===== src/hw/rtl/deq_pkg.sv =====
`default_nettype none

package deq_pkg;

  localparam int WORD_W = 32;

  // operation codes on mode_i
  localparam logic [2:0] MODE_PUSH_FRONT = 3'd0;
  localparam logic [2:0] MODE_PUSH_BACK  = 3'd1;
  localparam logic [2:0] MODE_POP_FRONT  = 3'd2;
  localparam logic [2:0] MODE_POP_BACK   = 3'd3;
  localparam logic [2:0] MODE_REMOVE     = 3'd4;
  localparam logic [2:0] MODE_FIND       = 3'd5;
  localparam logic [2:0] MODE_CLEAR      = 3'd6;

  // result codes on status_o
  localparam logic [1:0] STATUS_OK    = 2'd0;
  localparam logic [1:0] STATUS_FULL  = 2'd1;
  localparam logic [1:0] STATUS_EMPTY = 2'd2;

endpackage

`default_nettype wire


===== src/hw/rtl/deq_ring_add.sv =====
`default_nettype none

// Ring slot adder: (a + b) mod DEPTH, both operands below DEPTH.
module deq_ring_add #(
  parameter int DEPTH = 16,
  parameter int IW    = 4
) (
  input  wire logic [IW-1:0] a_i,
  input  wire logic [IW-1:0] b_i,
  output logic      [IW-1:0] sum_o
);

  localparam logic [IW:0] DepthW = (IW+1)'(DEPTH);

  logic [IW:0] raw;

  always_comb begin
    raw = {1'b0, a_i} + {1'b0, b_i};
    if (raw >= DepthW) begin
      raw = raw - DepthW;
    end
    sum_o = raw[IW-1:0];
  end

endmodule

`default_nettype wire


===== src/hw/rtl/deq_ram.sv =====
`default_nettype none

// Entry store: one write port, one read port, registered read data.
module deq_ram import deq_pkg::*; #(
  parameter int DEPTH = 16,
  parameter int AW    = 4
) (
  input  wire logic              clk_i,
  input  wire logic              we_i,
  input  wire logic [AW-1:0]     waddr_i,
  input  wire logic [WORD_W-1:0] wdata_i,
  input  wire logic [AW-1:0]     raddr_i,
  output logic      [WORD_W-1:0] rdata_o
);

  logic [WORD_W-1:0] mem [DEPTH];

  always_ff @(posedge clk_i) begin
    if (we_i) begin
      mem[waddr_i] <= wdata_i;
    end
  end

  always_ff @(posedge clk_i) begin
    rdata_o <= mem[raddr_i];
  end

endmodule

`default_nettype wire


===== src/hw/rtl/bounded_deque_with_search_unit.sv =====
`default_nettype none

// Bounded deque of signed 32-bit words with find and remove-by-value.
//
// Command channel: drive mode_i/value_i and raise start_i; the word is taken
// on a rising edge where start_i is high and busy_o is low.
// Result channel: done_o is high for exactly one cycle with status_o,
// found_o and entry_count_o (entries held after the operation). The
// receiver cannot stall; each result must be taken in its cycle.
//
// Timing: push, pop, clear and the spare code finish in the cycle they
// are taken; the result shows in the next cycle and busy_o stays low, so
// such commands may follow each other every cycle. Find scans from the
// front one entry per cycle, with busy_o high until a match or the last
// entry is checked; the result shows in the cycle after. Remove then moves
// each trailing entry up one place before its result shows. The pace is
// set by the single read port of the entry store and the one ring-address
// adder that steps through the slots.
//
// Reset clears count and front pointer; store contents are not cleared and
// are never used before being written.
module bounded_deque_with_search_unit import deq_pkg::*; #(
  parameter int CAPACITY = 16
) (
  input  wire logic               clk_i,
  input  wire logic               rst_ni,
  input  wire logic               start_i,
  output logic                    busy_o,
  input  wire logic [2:0]         mode_i,
  input  wire logic signed [31:0] value_i,
  output logic                    done_o,
  output logic      [1:0]         status_o,
  output logic                    found_o,
  output logic      [4:0]         entry_count_o
);

  localparam int IW = $clog2(CAPACITY);
  localparam int CW = $clog2(CAPACITY + 1);
  localparam logic [CW-1:0] CapW = CW'(CAPACITY);

  // sequencer states
  localparam logic [1:0] ST_IDLE  = 2'd0;
  localparam logic [1:0] ST_SCAN  = 2'd1;
  localparam logic [1:0] ST_SHIFT = 2'd2;

  logic [1:0]        state_q, state_d;
  logic [IW-1:0]     front_q, front_d;
  logic [CW-1:0]     count_q, count_d;
  logic [IW-1:0]     slot_q, slot_d;         // slot of entry at pos_q
  logic [IW-1:0]     nxt_slot_q, nxt_slot_d; // slot of entry at pos_q+1
  logic [CW-1:0]     pos_q, pos_d;
  logic [WORD_W-1:0] value_q, value_d;
  logic              rm_q, rm_d;
  logic              done_q, done_d;
  logic [1:0]        status_q, status_d;
  logic              found_q, found_d;

  // shared ring adder
  logic [IW-1:0] add_a, add_b, add_sum;

  // store ports
  logic              we;
  logic [IW-1:0]     waddr, raddr;
  logic [WORD_W-1:0] wdata, rd_data;

  logic          last_scan;   // pos_q is the last entry
  logic          last_shift;  // pos_q+1 is the last entry
  logic [31:0]   cnt_ext;

  deq_ring_add #(.DEPTH(CAPACITY), .IW(IW)) u_add (
    .a_i  (add_a),
    .b_i  (add_b),
    .sum_o(add_sum)
  );

  deq_ram #(.DEPTH(CAPACITY), .AW(IW)) u_ram (
    .clk_i  (clk_i),
    .we_i   (we),
    .waddr_i(waddr),
    .wdata_i(wdata),
    .raddr_i(raddr),
    .rdata_o(rd_data)
  );

  assign last_scan  = ({1'b0, pos_q} + (CW+1)'(1)) == {1'b0, count_q};
  assign last_shift = ({1'b0, pos_q} + (CW+1)'(2)) == {1'b0, count_q};

  always_comb begin
    state_d    = state_q;
    front_d    = front_q;
    count_d    = count_q;
    slot_d     = slot_q;
    nxt_slot_d = nxt_slot_q;
    pos_d      = pos_q;
    value_d    = value_q;
    rm_d       = rm_q;
    done_d     = 1'b0;
    status_d   = status_q;
    found_d    = found_q;
    add_a      = nxt_slot_q;
    add_b      = IW'(1);
    we         = 1'b0;
    waddr      = add_sum;
    wdata      = value_i;
    raddr      = nxt_slot_q;

    case (state_q)
      ST_IDLE: begin
        add_a = front_q;
        raddr = front_q;
        if (start_i) begin
          done_d   = 1'b1;
          status_d = STATUS_OK;
          found_d  = 1'b0;
          case (mode_i)
            MODE_PUSH_FRONT: begin
              add_b = IW'(CAPACITY - 1);
              if (count_q >= CapW) begin
                status_d = STATUS_FULL;
              end else begin
                we      = 1'b1;
                front_d = add_sum;
                count_d = count_q + CW'(1);
              end
            end
            MODE_PUSH_BACK: begin
              add_b = count_q[IW-1:0];
              if (count_q >= CapW) begin
                status_d = STATUS_FULL;
              end else begin
                we      = 1'b1;
                count_d = count_q + CW'(1);
              end
            end
            MODE_POP_FRONT: begin
              if (count_q == '0) begin
                status_d = STATUS_EMPTY;
              end else begin
                count_d = count_q - CW'(1);
                front_d = (count_q == CW'(1)) ? '0 : add_sum;
              end
            end
            MODE_POP_BACK: begin
              if (count_q == '0) begin
                status_d = STATUS_EMPTY;
              end else begin
                count_d = count_q - CW'(1);
                if (count_q == CW'(1)) begin
                  front_d = '0;
                end
              end
            end
            MODE_REMOVE, MODE_FIND: begin
              if (count_q == '0) begin
                status_d = STATUS_EMPTY;
              end else begin
                // first read of the front slot goes out on this edge
                done_d     = 1'b0;
                state_d    = ST_SCAN;
                slot_d     = front_q;
                nxt_slot_d = add_sum;
                pos_d      = '0;
                value_d    = value_i;
                rm_d       = (mode_i == MODE_REMOVE);
              end
            end
            MODE_CLEAR: begin
              count_d = '0;
              front_d = '0;
            end
            default: begin
            end
          endcase
        end
      end

      ST_SCAN: begin
        // rd_data holds the entry at pos_q; the next read is nxt_slot_q
        if (rd_data == value_q) begin
          if (rm_q && !last_scan) begin
            state_d = ST_SHIFT;
          end else begin
            state_d  = ST_IDLE;
            done_d   = 1'b1;
            status_d = STATUS_OK;
            found_d  = 1'b1;
            if (rm_q) begin
              count_d = count_q - CW'(1);
              if (count_q == CW'(1)) begin
                front_d = '0;
              end
            end
          end
        end else if (last_scan) begin
          state_d  = ST_IDLE;
          done_d   = 1'b1;
          status_d = STATUS_EMPTY;
          found_d  = 1'b0;
        end else begin
          slot_d     = nxt_slot_q;
          nxt_slot_d = add_sum;
          pos_d      = pos_q + CW'(1);
        end
      end

      ST_SHIFT: begin
        // rd_data holds entry pos_q+1: move it up into slot_q
        raddr = add_sum;
        we    = 1'b1;
        waddr = slot_q;
        wdata = rd_data;
        if (last_shift) begin
          state_d  = ST_IDLE;
          done_d   = 1'b1;
          status_d = STATUS_OK;
          found_d  = 1'b1;
          count_d  = count_q - CW'(1);
        end else begin
          slot_d     = nxt_slot_q;
          nxt_slot_d = add_sum;
          pos_d      = pos_q + CW'(1);
        end
      end

      default: begin
        state_d = ST_IDLE;
      end
    endcase
  end

  always_ff @(posedge clk_i or negedge rst_ni) begin
    if (!rst_ni) begin
      state_q  <= ST_IDLE;
      front_q  <= '0;
      count_q  <= '0;
      done_q   <= 1'b0;
      status_q <= STATUS_OK;
      found_q  <= 1'b0;
    end else begin
      state_q  <= state_d;
      front_q  <= front_d;
      count_q  <= count_d;
      done_q   <= done_d;
      status_q <= status_d;
      found_q  <= found_d;
    end
  end

  // payload, no reset
  always_ff @(posedge clk_i) begin
    slot_q     <= slot_d;
    nxt_slot_q <= nxt_slot_d;
    pos_q      <= pos_d;
    value_q    <= value_d;
    rm_q       <= rm_d;
  end

  assign cnt_ext       = 32'(count_q);
  assign busy_o        = (state_q != ST_IDLE);
  assign done_o        = done_q;
  assign status_o      = status_q;
  assign found_o       = found_q;
  assign entry_count_o = cnt_ext[4:0];

`ifndef SYNTH
  // a result always lands in a cycle where a new command may be taken
  a_done_not_busy: assert property (@(posedge clk_i) disable iff (!rst_ni)
    done_o |-> !busy_o)
    else $error("result strobe while busy");

  a_count_bound: assert property (@(posedge clk_i) disable iff (!rst_ni)
    count_q <= CapW)
    else $error("entry count above capacity");

  a_empty_front: assert property (@(posedge clk_i) disable iff (!rst_ni)
    (count_q == '0) |-> (front_q == '0))
    else $error("front pointer not home on empty store");

  a_push_full: assert property (@(posedge clk_i) disable iff (!rst_ni)
    (start_i && !busy_o && count_q == CapW &&
     (mode_i == MODE_PUSH_FRONT || mode_i == MODE_PUSH_BACK))
    |=> (done_o && status_o == STATUS_FULL && $stable(count_q)))
    else $error("push into full store not dropped");
`endif

endmodule

`default_nettype wire


===== config.mk =====
export PLATFORM = sky130hd
export DESIGN_NAME = bounded_deque_with_search_unit
export DESIGN_NICKNAME = d
export VERILOG_FILES = /design/src/hw/rtl/deq_pkg.sv /design/src/hw/rtl/deq_ring_add.sv /design/src/hw/rtl/deq_ram.sv /design/src/hw/rtl/bounded_deque_with_search_unit.sv
export SDC_FILE = /design/constraint.sdc
export NUM_CORES = 1
export LEC_CHECK = 0
export ABC_AREA = 1
export BUFFER_PORTS_ARGS = -buffer_cell sky130_fd_sc_hd__buf_2
export CORE_ASPECT_RATIO = 0.7
export CORE_MARGIN = 5
export CORE_UTILIZATION = 50
export CTS_BUF_LIST = sky130_fd_sc_hd__clkbuf_2 sky130_fd_sc_hd__clkbuf_4 sky130_fd_sc_hd__clkbuf_8
export DETAILED_ROUTE_END_ITERATION = 8
export PLACE_DENSITY = 0.66
export SKIP_LAST_GASP = 1
export SLEW_MARGIN = 10
export SYNTH_ARGS = -nofsm -noshare
export SYNTH_HDL_FRONTEND = slang
export SYNTH_SLANG_ARGS = --single-unit

===== constraint.sdc =====
create_clock -name clk_i -period 6 [get_ports clk_i]
set_input_delay 0.6 -clock clk_i [delete_from_list [all_inputs] [get_ports clk_i]]
set_output_delay 0.6 -clock clk_i [all_outputs]
set_load 0.01 [all_outputs]

==> results.txt, run 1 <==
Die area: 0.0593 sq mm
Number of synthesized flops with an enable pin: 558
Setup ws final: 1.24 ns
Register share of total power: 35.3%
Final Util: 55.8%
Final Wtd Congestion: 0.873
Syn-to-layout area delta: 10.3%
Critical Path Max Stage Delay: 0.67 ns
Initial DRC count: 1,898
Post-Place Worst Slack: 1.35 ns
Most used DFF post-synth: edfxtp_1
WS Path Type: reg -> reg
Post-CTS setup buffer count: 0
Detailed-route via count: 18,300
Status: finished, final reports clean
Number of buffers created by CTS: 92
Initial antenna violation count: 1
Worst reg2reg startpoint: state_q[0]
Clock sink count: 605
CP endpoint: u_ram.rdata_o[28]
Hold Vio Cnt, Final: 0
Max-slew headroom: 11.3%
Critical path's top delay family: buffers and inverters
FF-to-FF setup slack: 1.24 ns
Syn_nets: 2,677
Setup TNS Final: 0 ns
Routed Antenna Nets: 0
CTS hold repair buffers: 1
Reg2reg end: u_ram.rdata_o[28]
Total wire length: 66,400 um
Sw Pwr: 0.00610 W
Overall routing resource usage: 22.5%
Layout Nets: 2,731
Worst path depth: 17
Req. time, crit path: 6.56 ns
Power Dens Cells: 489 mW/mm^2
DR DRC count: 0
Die H: 205 um
Pleak: 12.4 nW
Syn_area_per_cell: 10.4 sq um
Max-Cap Viols: 0
RSZ-0062 raised after global routing: no
Startpoint types: flop
Starting Density: 50.5%
Count of cell types in the netlist: 37
Gate Count Post-Synth: 2,626
# resized after CTS: 0
Largest net degree at the start of global routing: 174
CTS Buffer Depth: 3
Top-area cell type share of the netlist area: 61.6%
R2R depth: 17
Layout fillers: 4,685
Layout cell share with drive strength beyond 1: 12.3%
Power share of the combinational group: 41.1%
Drt via density: 5.25
Clock Tree Root: clkbuf_8
Post-synth top area cell: edfxtp_1
Switching share of total power: 41.6%
Synth top area cells: edfxtp_1 62%, nand2_1 13%, inv_1 3.9%
I/O pin count: 48
Final max-slew violation count: 0
First-pass GRT wire length: 103,000 um
Cell Rows: 71
Post-synthesis register bit count: 605
Final setup fails: 0
CTS tree: yes
Slowest CP cell: nand2_8
Worst hold path type: in -> reg
Overflow after GRT: 0
Critical Path, Cell by Cell: inv_1, ha_1, nand2_1, inv_1, nand2_1, ha_1, inv_1, o22ai_2, inv_4, nand2_8, buf_4, o211ai_1, nand2_1, nand2_1, nand2_1, nand2_1, nand2_1
Detailed placement HPWL: 38,700 um
Final Cycle Share: 79.3%
Relative contribution of the clock network to total power: 23.6%
Core area: 0.0538 sq mm
Async S/R FF share, synth: 2.48%
Cell mode on critical path: nand2_1
Die W: 289 um
Setup Skew: 0.0258 ns
Worst-path clk slew: 0.07 ns
Crit. End Element: flop
CTS H-tree lvls: 3
VDD IR-drop max: 0.518 mV
Drt first pass iters: 5
Most instantiated cells after synthesis: 940 x nand2_1, 558 x edfxtp_1, 281 x inv_1
Most common cell in the netlist: nand2_1
Vias in the first global route: 17,700
Setup crit start: state_q[0]
Int Pwr: 0.00858 W
Crit path time final: 4.76 ns
Drt wl/cell: 19.0 um
Crit-path max FO: 161
Synth Cell Area: 0.0272 sq mm
CP arrival: 5.32 ns
Register area share after synthesis: 65.3%
Clock latency on the worst-skew pair: 0.69 ns
PortBufs: 47
Fmax: 210 MHz
Measured slew at the worst slew-check pin: 1.32 ns
Synthesis Warnings: 0
CP bufs+invs: 5
-- cell usage in the layout (no fill, tap or decap), types with 5 or more instances in the layout --
| cell type | n |
|---|---|
| a21oi_2 | 52 |
| clkinv_2 | 20 |
| o211ai_1 | 65 |
| nand2_1 | 938 |
| nor2_4 | 17 |
| a21oi_1 | 24 |
| clkbuf_8 | 98 |
| o21ai_0 | 32 |
| nand3_1 | 195 |
| xnor2_1 | 15 |
| xor2_1 | 14 |
| edfxtp_1 | 558 |
| inv_2 | 6 |
| buf_4 | 43 |
| o21ai_1 | 80 |
| nor2_1 | 52 |
| nor3_1 | 5 |
| inv_1 | 281 |
| ha_1 | 12 |
| clkinv_1 | 23 |
| buf_2 | 47 |
| clkbuf_4 | 22 |
| nand3b_1 | 65 |
| dfxtp_1 | 32 |
| dfrtp_1 | 15 |
-- cell type report --
cell class	instances	area, sq um	area share (%)
Clock inverter	52	349	1.16
Clock buffer	120	1510	5.04
Multi-Input combinational cell	1598	7710	25.7
Inverter	288	1080	3.61
Antenna cell	1	2.50	0.00834
Sequential cell	605	17800	59.2
Tap cell	730	913	3.04
Timing Repair Buffer	95	671	2.23
-- worst reg2reg max path, cell delays in order, from the launching register on --
cell	delay, ns
dfrtp_1	0.43
inv_1	0.10
ha_1	0.53
nand2_1	0.22
inv_1	0.15
nand2_1	0.08
ha_1	0.33
inv_1	0.09
o22ai_2	0.10
inv_4	0.48
nand2_8	0.68
buf_4	0.77
o211ai_1	0.32
nand2_1	0.09
nand2_1	0.06
nand2_1	0.07
nand2_1	0.09
nand2_1	0.07
-- power groups by stage --
stage                     Clock [W]  Combinational [W]  Sequential (W)
final                       0.00347            0.00603         0.00518
after global routing        0.00371            0.00679         0.00522
after CTS                   0.00353            0.00602         0.00519
after floorplan                   0            0.00464         0.00520
after detailed placement          0            0.00599         0.00527
after global placement            0            0.00591         0.00526
-- kinds of logic (layout without fill, tap and decap cells) --
kind of cell / Yosys count / in the layout / share of synthesized area, %
flops: 605 / 605 / 65.3
fa+ha+maj: 13 / 13 / 0.625
buf+inv: 423 / 555 / 6.98
other cells: 0 / 1 / 0
simple gates: 1292 / 1292 / 19.9
compound gates: 264 / 264 / 6.24
xor+xnor: 29 / 29 / 0.933
-- per-layer routing --
metal	vias up	track usage, %	share of wire, %	wire length [um]
met5	-	0	0	0
met4	0	5.93	1.9	1290
met3	102	4.55	7.3	4840
met2	609	34.1	44	29500
met1	8748	33.5	46	30900
li1	8871	-	-	-
-- per-stage QoR --
stage	cell area, sq um	total power [W]	hold slack (ns)	cells
after global placement	28100	0.0112	0.461	3312
after CTS	30000	0.0147	0.0461	3487
after global routing	30000	0.0157	0.0589	3489
after floorplan	27200	0.00984	0.304	2626
final	30000	0.0147	0.0983	3489
after detailed placement	28100	0.0113	0.474	3314
-- sequential cells by signal, indices dropped and copies added, names as in the netlist --
register	flops
entry_count_o	5
pos_q	5
value_q	32
status_o	2
rm_q	1
u_ram.mem	512
u_ram.rdata_o	32
found_o	1
state_q	2
done_o	1
nxt_slot_q	4
front_q	4
slot_q	4
-- worst min-delay path by stage --
stage / start / to / slack (ns) / depth (start not counted)
floorplan: rst_ni / done_o / 0.30 / 0
global placement: front_q[0] / front_q[0] / 0.46 / 2
detailed placement: front_q[0] / front_q[0] / 0.47 / 2
CTS: value_i[22] / value_q[22] / 0.05 / 1
global route: value_i[22] / value_q[22] / 0.06 / 1
finish: value_i[22] / value_q[22] / 0.1 / 1
Note: power is estimated with default switching activity, not from simulation.
==> inputs of run 2 (changes only) <==
--- a/config.mk
+++ b/config.mk
@@ -12,7 +12,7 @@
 export CORE_UTILIZATION = 50
 export CTS_BUF_LIST = sky130_fd_sc_hd__clkbuf_2 sky130_fd_sc_hd__clkbuf_4 sky130_fd_sc_hd__clkbuf_8
 export DETAILED_ROUTE_END_ITERATION = 8
-export PLACE_DENSITY = 0.66
+export PLACE_DENSITY = 0.68
 export SKIP_LAST_GASP = 1
 export SLEW_MARGIN = 10
 export SYNTH_ARGS = -nofsm -noshare
==> constraint.sdc (replaced) <==
create_clock -name clk_i -period 4.3 [get_ports clk_i]
set_input_delay 0.43 -clock clk_i [delete_from_list [all_inputs] [get_ports clk_i]]
set_output_delay 0.43 -clock clk_i [all_outputs]
set_load 0.01 [all_outputs]
==> run 2 against run 1 <==
Hold slack worse by 0.011 ns. Combinational power is 40% higher. Sequential power is 40% higher. Highest routed layer unchanged. Critical path type unchanged. Sequential share of layout area is 1.7 points lower. Count of clock-buffer cells in the layout is 17 higher. Critical path depth stayed put.
==> results.txt, run 2 (synthesis results as in run 1) <==
Initial DRC count: 1,708 (-10%)
Max-slew headroom: 42.1% (+31 points)
Setup Skew: 0.0244 ns (-0.00134 ns)
Setup ws final: 0.541 ns (-0.699 ns)
Post-CTS setup buffer count: 0 (unchanged)
Commonest non-fill, non-tap cell in the layout: nand2_1
DR DRC count: 0 (unchanged)
# resized after CTS: 0 (unchanged)
Routed Antenna Nets: 0 (unchanged)
Power Dens Cells: 670 mW/mm^2 (+37%)
Die area: 0.0593 sq mm (unchanged)
Critical path's top delay family: simple AND/OR/NAND/NOR gates
HP Start: mode_i[1]
Drt via density: 5.32 (+1.3%)
Number of buffers created by CTS: 91 (-1.1%)
CP bufs+invs: 6 (+1)
Most frequent cells in the layout: 939 x nand2_1, 558 x edfxtp_1, 281 x inv_1, 195 x nand3_1, 107 x clkbuf_8
PortBufs: 47 (unchanged)
Max-Cap Viols: 0 (unchanged)
First-pass GRT wire length: 103,000 um (about the same)
CTS Buffer Depth: 3 (unchanged)
Syn-to-layout area delta: 13.5%
Worst-path clk slew: 0.07 ns (about the same)
Final hold slack: 0.0873 ns (-0.0110 ns)
R2R depth: 17 (unchanged)
Detailed placement HPWL: 38,500 um (-0.51%)
Largest Register: u_ram.mem
Largest net degree at the start of global routing: 136 (-22%)
Worst Hold End: rm_q
Final max-slew violation count: 0 (unchanged)
Measured slew at the worst slew-check pin: 0.868 ns (-0.453 ns)
Cell Rows: 71 (unchanged)
Pleak: 12.7 nW (+3.0%)
Status: finished, final reports clean
Final setup fails: 0 (unchanged)
RSZ-0062 raised after global routing: no
Layout cell share with drive strength beyond 1: 13.1% (+0.75 points)
CTS tree: yes
Hold path depth: 2 (+1)
Detailed-route via count: 18,800 (+2.8%)
Overflow after GRT: 0 (unchanged)
Die H: 205 um (unchanged)
Slowest CP cell: fa_1
Worst hold path type: in -> reg
Ant. Diodes: 0 (-1)
CTS hold repair buffers: 33 (+32)
CTS H-tree lvls: 3 (unchanged)
VDD IR-drop max: 0.559 mV (+8.0%)
I/O pin count: 48 (unchanged)
Req. time, crit path: 4.65 ns (-1.91 ns)
Largest registers: u_ram.mem (512), u_ram.rdata_o (32), value_q (32)
Crit-path max FO: 24 (-85%)
FF-to-FF setup slack: 0.54 ns (-0.70 ns)
Overall routing resource usage: 22.4% (-0.14 points)
Core area: 0.0538 sq mm (unchanged)
CP arrival: 4.11 ns (-1.21 ns)
Setup TNS Final: 0 ns (unchanged)
Drt first pass iters: 6 (+1)
Die W: 289 um (unchanged)
Clock Tree Root: clkbuf_8
Layout Nets: 2,787 (+2.1%)
Crit path time final: 3.76 ns (-1.00 ns)
Final Wtd Congestion: 0.860 (-1.5%)
Clock sink count: 605 (unchanged)
Crit. End Element: flop
Vias in the first global route: 18,300 (+3.1%)
Final non-filler cell total: 3,543 (+1.5%)
Initial antenna violation count: 0 (-1)
Worst reg2reg startpoint: state_q[0]
Clock latency on the worst-skew pair: 0.68 ns (about the same)
Starting Density: 50.5% (unchanged)
Reg2reg end: u_ram.mem[9][27]
Startpoint types: flop
Critical Path Max Stage Delay: 0.43 ns (-0.24 ns)
Post-Place Worst Slack: 0.603 ns (-0.744 ns)
Drt wl/cell: 18.6 um (-2.1%)
Max reg flops: 512 (unchanged)
Fmax: 266 MHz (+27%)
Final Cycle Share: 87.4% (+8.1 points)
Worst path depth: 17 (unchanged)
WS Path Type: reg -> reg
Critical Path, Cell by Cell: inv_1, ha_1, nand2_1, inv_1, nand2_1, ha_1, fa_1, or2_2, nand2_1, inv_1, nand2_1, o21ai_0, inv_1, nand3_1, buf_4, nor2_4, buf_12
Total wire length: 66,000 um (-0.58%)
Placed Cells: 3,340 (+0.78%)
Hold Vio Cnt, Final: 0 (unchanged)
[run 2: worst max path at each step]
stage / start / endpoint / slack (ns)
finish: state_q[0] / u_ram.mem[9][27] / 0.54
global route: state_q[0] / u_ram.mem[13][29] / 0.29
CTS: state_q[0] / u_ram.mem[9][24] / 0.57
detailed placement: state_q[0] / u_ram.mem[9][27] / 0.60
global placement: state_q[0] / u_ram.mem[9][27] / 0.73
floorplan: state_q[0] / u_ram.mem[10][0] / 0.10
[run 2: stage by stage]
stage	utilization (%)	power [W]	instance area, sq um
4_1_cts	57.4	0.0208	30900
5_1_grt	57.4	0.0221	30900
3_5_place_dp	53.1	0.0157	28600
3_3_place_gp	53.1	0.0156	28600
2_1_floorplan	-	0.0137	27200
6_report	57.4	0.0207	30900
[run 2: area by class of cell]
class / instances / area (sq um)
Clock buffer: 137 / 1700
Clock inverter: 33 / 263
Fill cell: 4516 / 22900
Inverter: 288 / 1080
Multi-Input combinational cell: 1598 / 7700
Sequential cell: 605 / 17800
Tap cell: 730 / 913
Timing Repair Buffer: 152 / 1460
[run 2: worst register-to-register path, cell delays in order (launching register included)]
cell and delay [ns]:
dfrtp_1 0.41, inv_1 0.11, ha_1 0.32, nand2_1 0.16
inv_1 0.13, nand2_1 0.07, ha_1 0.23, fa_1 0.43
or2_2 0.31, nand2_1 0.08, inv_1 0.06, nand2_1 0.05
o21ai_0 0.16, inv_1 0.14, nand3_1 0.20, buf_4 0.22
nor2_4 0.11, buf_12 0.21
[run 2: routing by layer]
layer	up-vias	share of wire, %	GRT usage, %
li1	8968	-	-
met1	9029	45	32.8
met2	723	44	33.6
met3	127	7.4	4.05
met4	0	3.4	8.58
met5	-	0	0
[run 2: power breakdown]
| part | internal (W) | switching (W) | total [W] |
|---|---|---|---|
| combinational | 0.00261 | 0.00584 | 0.00845 |
| sequential | 0.00694 | 0.000317 | 0.00725 |
| clock | 0.00277 | 0.00223 | 0.00500 |
==> inputs of run 3 (changes only) <==
--- a/config.mk
+++ b/config.mk
@@ -7,11 +7,13 @@
 export LEC_CHECK = 0
 export ABC_AREA = 1
 export BUFFER_PORTS_ARGS = -buffer_cell sky130_fd_sc_hd__buf_2
+export CAP_MARGIN = 20
 export CORE_ASPECT_RATIO = 0.7
 export CORE_MARGIN = 5
 export CORE_UTILIZATION = 50
 export CTS_BUF_LIST = sky130_fd_sc_hd__clkbuf_2 sky130_fd_sc_hd__clkbuf_4 sky130_fd_sc_hd__clkbuf_8
 export DETAILED_ROUTE_END_ITERATION = 8
+export MAX_ROUTING_LAYER = met4
 export PLACE_DENSITY = 0.68
 export SKIP_LAST_GASP = 1
 export SLEW_MARGIN = 10
==> run 3 against run 2 <==
Total power down 0.58%. Sequential cell count unchanged. Die area unchanged. Hold slack worse by 0.012 ns. Via count down 1.1%. First-iteration DRC count up 6.6%. Combinational power about the same. Maximum frequency up 2.4%. Clock power down 2%. Final area down 0.17%. Critical path type unchanged. Critical endpoint is now u_ram.mem[9][24].
==> results.txt, run 3 (synthesis results as in run 1) <==
Status: finished, final reports clean
Max-slew headroom: 44.2% (+2.1 points)
Cell Rows: 71 (unchanged)
Relative contribution of the clock network to total power: 23.9% (-0.2 points)
Layout fillers: 4,517 (+0.022%)
Syn-to-layout area delta: 13.3%
Switching share of total power: 40.7% (+0.15 points)
Post-CTS setup buffer count: 0 (unchanged)
Placed Cells: 3,338 (-0.060%)
Worst hold path type: in -> reg
FF-to-FF setup slack: 0.63 ns (+0.09 ns)
Die W: 289 um (unchanged)
Final non-filler cell total: 3,543 (unchanged)
VDD IR-drop max: 0.647 mV (+16%)
CP arrival: 4.04 ns (-0.07 ns)
Fmax: 272 MHz (+2.4%)
Hold path depth: 2 (unchanged)
Max reg flops: 512 (unchanged)
Largest registers: u_ram.mem (512), u_ram.rdata_o (32), value_q (32)
Drt via density: 5.26 (-1.1%)
Critical Path, Cell by Cell: inv_1, ha_1, nand2_1, inv_1, nand2_1, ha_1, fa_1, or2_2, nand2_1, inv_1, nand2_1, o21ai_0, inv_1, nand3_1, nor2_4, buf_12
Most frequent cells in the layout: 939 x nand2_1, 558 x edfxtp_1, 281 x inv_1, 195 x nand3_1, 106 x clkbuf_8
Register share of total power: 35.2% (+0.2 points)
Number of buffers created by CTS: 92 (+1.1%)
DR DRC count: 0 (unchanged)
Pleak: 12.7 nW (about the same)
Initial DRC count: 1,820 (+6.6%)
Startpoint types: flop
Setup Skew: 0.0304 ns (+0.00599 ns)
Crit. End Element: flop
Final Wtd Congestion: 0.870 (+1.1%)
PortBufs: 47 (unchanged)
Detailed-route via count: 18,600 (-1.1%)
R2R depth: 16 (-1)
Max-Cap Viols: 0 (unchanged)
RSZ-0062 raised after global routing: no
Commonest non-fill, non-tap cell in the layout: nand2_1
CP bufs+invs: 5 (-1)
Measured slew at the worst slew-check pin: 0.837 ns (-0.0319 ns)
Slowest CP cell: fa_1
Storage element area: 0.0178 sq mm (unchanged)
Drt wl/cell: 18.7 um (+0.36%)
Worst Hold End: rm_q
Power share of the combinational group: 40.9% (about the same)
Die H: 205 um (unchanged)
Clock Tree Root: clkbuf_8
Power Dens Cells: 668 mW/mm^2 (-0.41%)
Int Pwr: 0.0122 W (-0.84%)
Final Cycle Share: 85.4% (-2.0 points)
CTS H-tree lvls: 3 (unchanged)
Critical path's top delay family: simple AND/OR/NAND/NOR gates
Final Util: 57.3% (-0.10 points)
Sw Pwr: 0.00837 W (-0.21%)
Crit-path max FO: 32 (+33%)
Clock latency on the worst-skew pair: 0.71 ns (+0.03 ns)
CTS Buffer Depth: 3 (unchanged)
Crit path time final: 3.67 ns (-0.0868 ns)
Initial antenna violation count: 1 (+1)
Routed Antenna Nets: 0 (unchanged)
Die area: 0.0593 sq mm (unchanged)
Drt first pass iters: 8 (+2)
Overflow after GRT: 0 (unchanged)
Hold Vio Cnt, Final: 0 (unchanged)
Req. time, crit path: 4.67 ns (+0.02 ns)
Starting Density: 50.5% (unchanged)
Overall routing resource usage: 23.1% (+0.74 points)
Vias in the first global route: 18,000 (-1.2%)
Layout cell share with drive strength beyond 1: 13.3% (+0.26 points)
Setup TNS Final: 0 ns (unchanged)
I/O pin count: 48 (unchanged)
Largest Register: u_ram.mem
Reg2reg end: u_ram.mem[9][24]
WS Path Type: reg -> reg
First-pass GRT wire length: 103,000 um (about the same)
HP Start: mode_i[1]
Final setup fails: 0 (unchanged)
Critical Path Max Stage Delay: 0.44 ns (about the same)
Worst-path clk slew: 0.07 ns (about the same)
Clock sink count: 605 (unchanged)
Core area: 0.0538 sq mm (unchanged)
Total wire length: 66,300 um (+0.36%)
Largest net degree at the start of global routing: 134 (-1.5%)
Detailed placement HPWL: 38,700 um (+0.49%)
Layout Nets: 2,786 (-0.036%)
Area of the multi-input gates: 0.00770 sq mm (unchanged)
CTS tree: yes
Worst reg2reg startpoint: state_q[1]
Final max-slew violation count: 0 (unchanged)
run 3: worst reg2reg max path: stages (launching register included):
cell and delay (ns):
dfrtp_1 0.42, inv_1 0.10, ha_1 0.25, nand2_1 0.14
inv_1 0.13, nand2_1 0.07, ha_1 0.24, fa_1 0.44
or2_2 0.30, nand2_1 0.07, inv_1 0.07, nand2_1 0.05
o21ai_0 0.15, inv_1 0.13, nand3_1 0.31, nor2_4 0.22
buf_12 0.25
run 3: power groups by stage:
stage          registers, W  clock network (W)  logic, W
6_report            0.00725            0.00491   0.00842
5_1_grt             0.00729            0.00529   0.00951
4_1_cts             0.00725            0.00502   0.00842
3_5_place_dp        0.00736                  0   0.00837
3_3_place_gp        0.00736                  0   0.00821
2_1_floorplan       0.00726                  0   0.00648
run 3: how the worst max path moves through the flow:
| stage | start | end | cells past startpoint |
|---|---|---|---|
| 2_1_floorplan | state_q[0] | u_ram.mem[10][0] | 15 |
| 3_3_place_gp | state_q[0] | u_ram.mem[9][27] | 16 |
| 3_5_place_dp | state_q[1] | u_ram.mem[9][27] | 16 |
| 4_1_cts | state_q[1] | u_ram.mem[9][7] | 16 |
| 5_1_grt | state_q[1] | u_ram.mem[8][29] | 16 |
| 6_report | state_q[1] | u_ram.mem[9][24] | 16 |
run 3: layout make-up:
class | instances | share of cell area (%)
clock inverter | 23 | 0.487
inverter | 288 | 3.51
multi-input combinational | 1598 | 25.0
tap | 730 | 2.96
clock buffer | 147 | 5.73
timing repair buffer | 150 | 4.68
antenna | 2 | 0.0162
sequential | 605 | 57.6
run 3: timing repair:
action | 4_1_cts | 5_1_grt
hold buffers | 33 | 0
gates resized for setup | 0 | 0
setup endpoints to repair | 0 | 0
endpoints found under the hold margin | 47 | 0
run 3: routing by layer:
| layer | routed length [um] | up-vias | global-route usage [%] |
|---|---|---|---|
| li1 | - | 8979 | - |
| met1 | 29900 | 8896 | 32.5 |
| met2 | 30000 | 651 | 34.9 |
| met3 | 4660 | 108 | 3.96 |
| met4 | 1760 | 0 | 7.18 |
| met5 | 0 | - | - |
run 3: metrics by stage:
step	setup slack (ns)	total power, W	hold slack, ns	area (sq um)
2_1_floorplan	0.105	0.0137	0.134	27200
3_3_place_gp	0.777	0.0156	0.356	28600
3_5_place_dp	0.705	0.0157	0.366	28600
4_1_cts	0.654	0.0207	0.0221	30800
5_1_grt	0.340	0.0221	0.0273	30800
6_report	0.627	0.0206	0.0754	30800
